==> src/rtl/bfpa_pkg.sv <==
`timescale 1ns / 1ps
// ----------------------------------------------------------------------------
// bfpa_pkg
// Shared types and constants for the best-fit pool allocator.
// ----------------------------------------------------------------------------
package bfpa_pkg;

    localparam int unsigned TableEntriesDefault = 64;
    localparam int unsigned AddrBits            = 32;
    localparam logic [31:0] PoolBytesReset      = 32'd1048576;
    localparam logic [15:0] SplitThreshReset    = 16'd256;

    localparam logic [1:0] StatusOk      = 2'd0;
    localparam logic [1:0] StatusNoFit   = 2'd1;
    localparam logic [1:0] StatusBadFree = 2'd2;

    localparam logic ActionAlloc = 1'b0;
    localparam logic ActionFree  = 1'b1;

    localparam logic [1:0] RegPoolBytes  = 2'd0;
    localparam logic [1:0] RegSplitThres = 2'd1;

    typedef enum logic [2:0] {
        ST_IDLE,
        ST_SCAN,
        ST_LAST,
        ST_COMMIT,
        ST_SPLIT,
        ST_OUT,
        ST_CLEAR
    } state_t;

endpackage

==> src/rtl/bfpa_table.sv <==
`timescale 1ns / 1ps
// ----------------------------------------------------------------------------
// bfpa_table
// Block table memory: start, size and flags, one read and one write port.
// ----------------------------------------------------------------------------
module bfpa_table
    import bfpa_pkg::*;
#(
    parameter int unsigned TABLE_ENTRIES = TableEntriesDefault,
    localparam int unsigned IdxBits      = $clog2(TABLE_ENTRIES),
    localparam int unsigned WordBits     = 2 * AddrBits + 2
) (
    input  logic                aclk,
    input  logic [IdxBits-1:0]  rd_idx,
    output logic [WordBits-1:0] rd_data,
    input  logic                wr_en,
    input  logic [IdxBits-1:0]  wr_idx,
    input  logic [WordBits-1:0] wr_data
);

    logic [WordBits-1:0] mem [TABLE_ENTRIES];

    always_ff @(posedge aclk) begin
        if (wr_en) begin
            mem[wr_idx] <= wr_data;
        end
        rd_data <= mem[rd_idx];
    end

endmodule

==> config.mk <==
export PLATFORM = sky130hd
export DESIGN_NAME = bfpa_table
export DESIGN_NICKNAME = d
export VERILOG_FILES = /design/src/rtl/bfpa_pkg.sv /design/src/rtl/bfpa_table.sv
export SDC_FILE = /design/constraint.sdc
export NUM_CORES = 2
export LEC_CHECK = 0
export BUFFER_PORTS_ARGS = -buffer_cell sky130_fd_sc_hd__buf_2
export CAP_MARGIN = 15
export CORE_MARGIN = 2
export CORE_UTILIZATION = 45
export DETAILED_ROUTE_END_ITERATION = 7
export HOLD_SLACK_MARGIN = 0.03
export PLACE_DENSITY = 0.67
export SETUP_SLACK_MARGIN = 0.5
export SYNTH_ARGS = -nofsm -noshare
export SYNTH_HDL_FRONTEND = slang
export SYNTH_MEMORY_MAX_BITS = 65536
export SYNTH_SLANG_ARGS = --single-unit
==> constraint.sdc <==
create_clock -name aclk -period 9.4 [get_ports aclk]
set_clock_uncertainty 0.05 [all_clocks]
set_input_delay 1.41 -clock aclk [delete_from_list [all_inputs] [get_ports aclk]]
set_output_delay 1.41 -clock aclk [all_outputs]
set_load 0.01 [all_outputs]
==> reports/results.md <==
| Parameter | Reported | Unit |
|:---|:---|:---|
| Status | complete, no violations | - |
| Worst-case hold path end point | mem[16][18] | - |
| Power per unit of standard cell area | 219 | nW/um2 |
| Crit path max fanout | 31 | - |
| Post-synthesis async set-or-reset flop share | 0 | % |
| Layout fillers | 27100 | - |
| Largest net degree at the start of global routing | 127 | - |
| Max-cap check violation count | 0 | - |
| Total DRC errors in the routed layout | 0 | - |
| Slew headroom | 13.7 | % |
| Unrepaired setup endpoints after global routing | false | - |
| Critical path capture point type | flop | - |
| Share of the yosys chip area belonging to registers | 79.9 | % |
| Initial DRT Pass Iterations | 5 | - |
| DRT iter0 DRCs | 13300 | - |
| Final number of max-transition violations | 0 | - |
| Mapped Avg Cell Area | 23.4 | um2 |
| Biggest area consumer among synthesized cells | sky130_fd_sc_hd__edfxtp_1 | - |
| Area overhead of the layout relative to synthesis | 13.3 | % |
| Number of setup violations in the final report | 0 | - |
| Total vias in the final route | 79800 | - |
| Critical path buffers and inverters | 2 | - |
| Worst-skew pair later-pin latency | 980 | ps |
| Worst vdd rail ir drop | 212 | uV |
| Period utilisation layout | 48.8 | % |
| Library cell contributing the largest single delay on the critical path | sky130_fd_sc_hd__or2_2 | - |
| Final-layout setup total negative slack | 0 | ps |
| LEAKAGE | 56.0 | nW |
| Max incr delay on CP | 1060 | ps |
| Crit path kind | in2reg | - |
| Unique cell type count in the Yosys netlist | 36 | - |
| Wire length reported by the detailed router | 453000 | um |
| Top cell by count, worst path | sky130_fd_sc_hd__buf_4 | - |
| Time the final worst path needs with I/O delays and setup | 4590 | ps |
| Least-Margin Pin Slew | 1290 | ps |
| Fraction of post-synthesis cell area in the top cell type by area | 79.0 | % |
| Die Height | 601 | um |
| Count of pins on the block boundary | 146 | - |
| Die width | 601 | um |
| Peak clock frequency supported by timing | 218 | MHz |
| Level count of the clock H-tree | 5 | - |
| First-pass GRT wire length | 624000 | um |
| GR Overflow Total | 0 | - |
| Post-CTS Hold Buffers | 0 | - |
| Post-Syn Nets | 6932 | - |
| Number of nets with antenna violations after detailed routing | 0 | - |
| Required time reported for the critical path endpoint | 10260 | ps |
| Startpoint of the most critical register-to-register path | mem[40][4] | - |
| Port Buf Inserts | 145 | - |
| Commonest register cell after synthesis | sky130_fd_sc_hd__edfxtp_1 | - |
| Post-cts resize count | 0 | - |
| Synthesized flop and latch total | 4290 | - |
| Clock Path Buffers | 4 | - |
| Nature of the critical path startpoint | input pin | - |
| Clock transition at path regs | 60 | ps |
| Minimum setup slack among reg-to-reg paths | 7050 | ps |
| Avg Vias per Cell | 6.44 | - |
| Hold WS | 732 | ps |
| Hold Startpoint | wr_data[18] | - |
| Final hold vios | 0 | - |
| Core area | 355000 | um2 |
| Synthesized instance count | 6852 | - |
| Synthesized cell area | 160000 | um2 |
| Via count of the first global-routing pass | 77900 | - |
| Top delay family on crit path | simple AND/OR/NAND/NOR gates | - |
| Routed wire length per instance | 36.5 | um |
| Number of enable-type register cells in the synthesized netlist | 4224 | - |
| Tot GR Track Use | 24.6 | % |
| Number of nets in the finished design | 7334 | - |
| Synth Warn # | 0 | - |
| Final instance count without filler cells | 12400 | - |
| Number of antenna violations at the first check in global routing | 51 | - |
| Number of buffers created by CTS | 421 | - |
| Hold Path Cell Cnt | 1 | - |
| # placed instances | 11600 | - |
| CTS tree | built | - |
| Number of setup buffers added after CTS | 0 | - |
| Logic depth of the worst register-to-register path | 5 | - |
| Std cell rows | 219 | - |
| TritonCTS sink count | 4290 | - |
| Cell types with the largest area share after synthesis | sky130_fd_sc_hd__edfxtp_1 79%, sky130_fd_sc_hd__mux4_2 14%, sky130_fd_sc_hd__o22ai_1 1.2% | - |
| WP data arrival | 5450 | ps |
| Type of the tightest min-delay check | in2reg | - |
| Die Footprint | 361000 | um2 |
| Destination of the worst register-to-register timing path | rd_data[4] | - |
| Routability cong. | 0.816 | - |
| Effective utilization at floorplan | 45.2 | % |
| Post-DP HPWL | 241000 | um |
| Cell breakdown of the critical path | buf_4, buf_4, nand2_2, or2_2, o22ai_1, nor3_1, o22a_1 | - |
| Share of post-route cells with drive strength above 1 | 27.4 | % |
| Root buffer selected by CTS | sky130_fd_sc_hd__clkbuf_16 | - |
==> cells in the final DEF, fill, tap and decap left out, types with 8 or more instances in the layout <==
cell type and count:
sky130_fd_sc_hd__a22oi_1 53, sky130_fd_sc_hd__a211oi_1 106, sky130_fd_sc_hd__nor3_1 56, sky130_fd_sc_hd__nand2_1 21
sky130_fd_sc_hd__o221ai_1 66, sky130_fd_sc_hd__buf_4 193, sky130_fd_sc_hd__mux2i_1 102, sky130_fd_sc_hd__clkinv_2 82
sky130_fd_sc_hd__nor2_1 57, sky130_fd_sc_hd__clkbuf_8 8, sky130_fd_sc_hd__o22a_1 56, sky130_fd_sc_hd__edfxtp_1 4224
sky130_fd_sc_hd__dfxtp_1 66, sky130_fd_sc_hd__a21oi_1 12, sky130_fd_sc_hd__buf_2 139, sky130_fd_sc_hd__mux4_2 1009
sky130_fd_sc_hd__nor4_1 56, sky130_fd_sc_hd__clkinv_1 86, sky130_fd_sc_hd__nor2b_1 87, sky130_fd_sc_hd__inv_6 8
sky130_fd_sc_hd__bufinv_16 43, sky130_fd_sc_hd__clkbuf_1 91, sky130_fd_sc_hd__clkinvlp_4 8, sky130_fd_sc_hd__clkbuf_16 428
sky130_fd_sc_hd__diode_2 33, sky130_fd_sc_hd__o22ai_1 318, sky130_fd_sc_hd__nor2_4 62, sky130_fd_sc_hd__nand3_1 25
sky130_fd_sc_hd__buf_12 41, sky130_fd_sc_hd__a31oi_1 10
==> per-layer routing <==
layer	share of wire (%)	vias to the layer above	GRT usage (%)
li1	-	30500	-
met1	37	42900	34.1
met2	47	5478	39.1
met3	12	875	5.14
met4	4.1	18	8.70
met5	0.028	-	0
==> through the flow <==
step	setup slack (ps)	power, mW	util (%)	instance area, um2
finish	4810	39.9	51.2	182000
global route	4840	40.8	51.2	182000
CTS	4980	40.0	51.1	181000
detailed placement	3950	23.5	47.2	168000
global placement	3960	23.5	47.2	168000
floorplan	2390	22.6	-	160000
==> power breakdown <==
part / switching (mW) / internal (mW) / leakage, nW
registers: 0.116 / 21.2 / 38.6
clock network: 7.15 / 9.60 / 6.68
logic: 1.18 / 0.647 / 10.8
==> cell usage after synthesis (2+ instances only) <==
library cell,instances
sky130_fd_sc_hd__edfxtp_1,4224
sky130_fd_sc_hd__mux4_2,1009
sky130_fd_sc_hd__o22ai_1,318
sky130_fd_sc_hd__clkbuf_1,194
sky130_fd_sc_hd__nor2_1,120
sky130_fd_sc_hd__a211oi_1,106
sky130_fd_sc_hd__buf_2,104
sky130_fd_sc_hd__mux2i_1,102
sky130_fd_sc_hd__nor2b_1,89
sky130_fd_sc_hd__dfxtp_1,66
sky130_fd_sc_hd__o221ai_1,66
sky130_fd_sc_hd__nor3_1,58
sky130_fd_sc_hd__nor4_1,56
sky130_fd_sc_hd__o22a_1,56
sky130_fd_sc_hd__a22oi_1,53
sky130_fd_sc_hd__buf_4,49
sky130_fd_sc_hd__buf_1,36
sky130_fd_sc_hd__nand2_1,27
sky130_fd_sc_hd__nand3_1,26
sky130_fd_sc_hd__buf_6,16
sky130_fd_sc_hd__a21oi_1,12
sky130_fd_sc_hd__nand2b_1,11
sky130_fd_sc_hd__a31oi_1,10
sky130_fd_sc_hd__and3_1,7
sky130_fd_sc_hd__mux2_2,7
sky130_fd_sc_hd__o211ai_1,7
sky130_fd_sc_hd__or2_2,5
sky130_fd_sc_hd__and2_1,3
sky130_fd_sc_hd__o211a_1,3
sky130_fd_sc_hd__o21ai_0,3
sky130_fd_sc_hd__nand3b_1,2
sky130_fd_sc_hd__nand4_1,2
sky130_fd_sc_hd__or3_1,2
==> logic make-up (layout without fill, tap and decap cells) <==
logic type | after synthesis | in the layout | share of synthesized area, %
other cells | 0 | 33 | 0
mux | 1118 | 1118 | 14.8
compound gates | 634 | 634 | 2.79
simple gates | 411 | 411 | 1.31
flops | 4290 | 4290 | 79.9
buf+inv | 399 | 1150 | 1.20
==> sequential cells by signal (all words and copies together), names as in the netlist <==
| name | count |
|---|---|
| mem | 4224 |
| rd_data | 66 |
==> layout make-up <==
type	instances	area [um2]	area share, %
clock inverter	245	2490	1.37
multi-input combinational	2163	31000	17.0
clock buffer	527	11200	6.14
timing repair buffer	378	3080	1.69
sequential	4290	128000	70.5
tap	4751	5940	3.27
antenna	33	82.6	0.0454
==> worst max-delay path by stage <==
stage | endpoint | start | cells after the start
floorplan | mem[48][0] | wr_idx[3] | 4
global placement | rd_data[26] | rd_idx[2] | 8
detailed placement | rd_data[22] | rd_idx[3] | 7
CTS | rd_data[26] | rd_idx[2] | 8
global route | rd_data[22] | rd_idx[3] | 7
finish | rd_data[22] | rd_idx[3] | 7
Note: power is estimated with default switching activity, not from simulation.
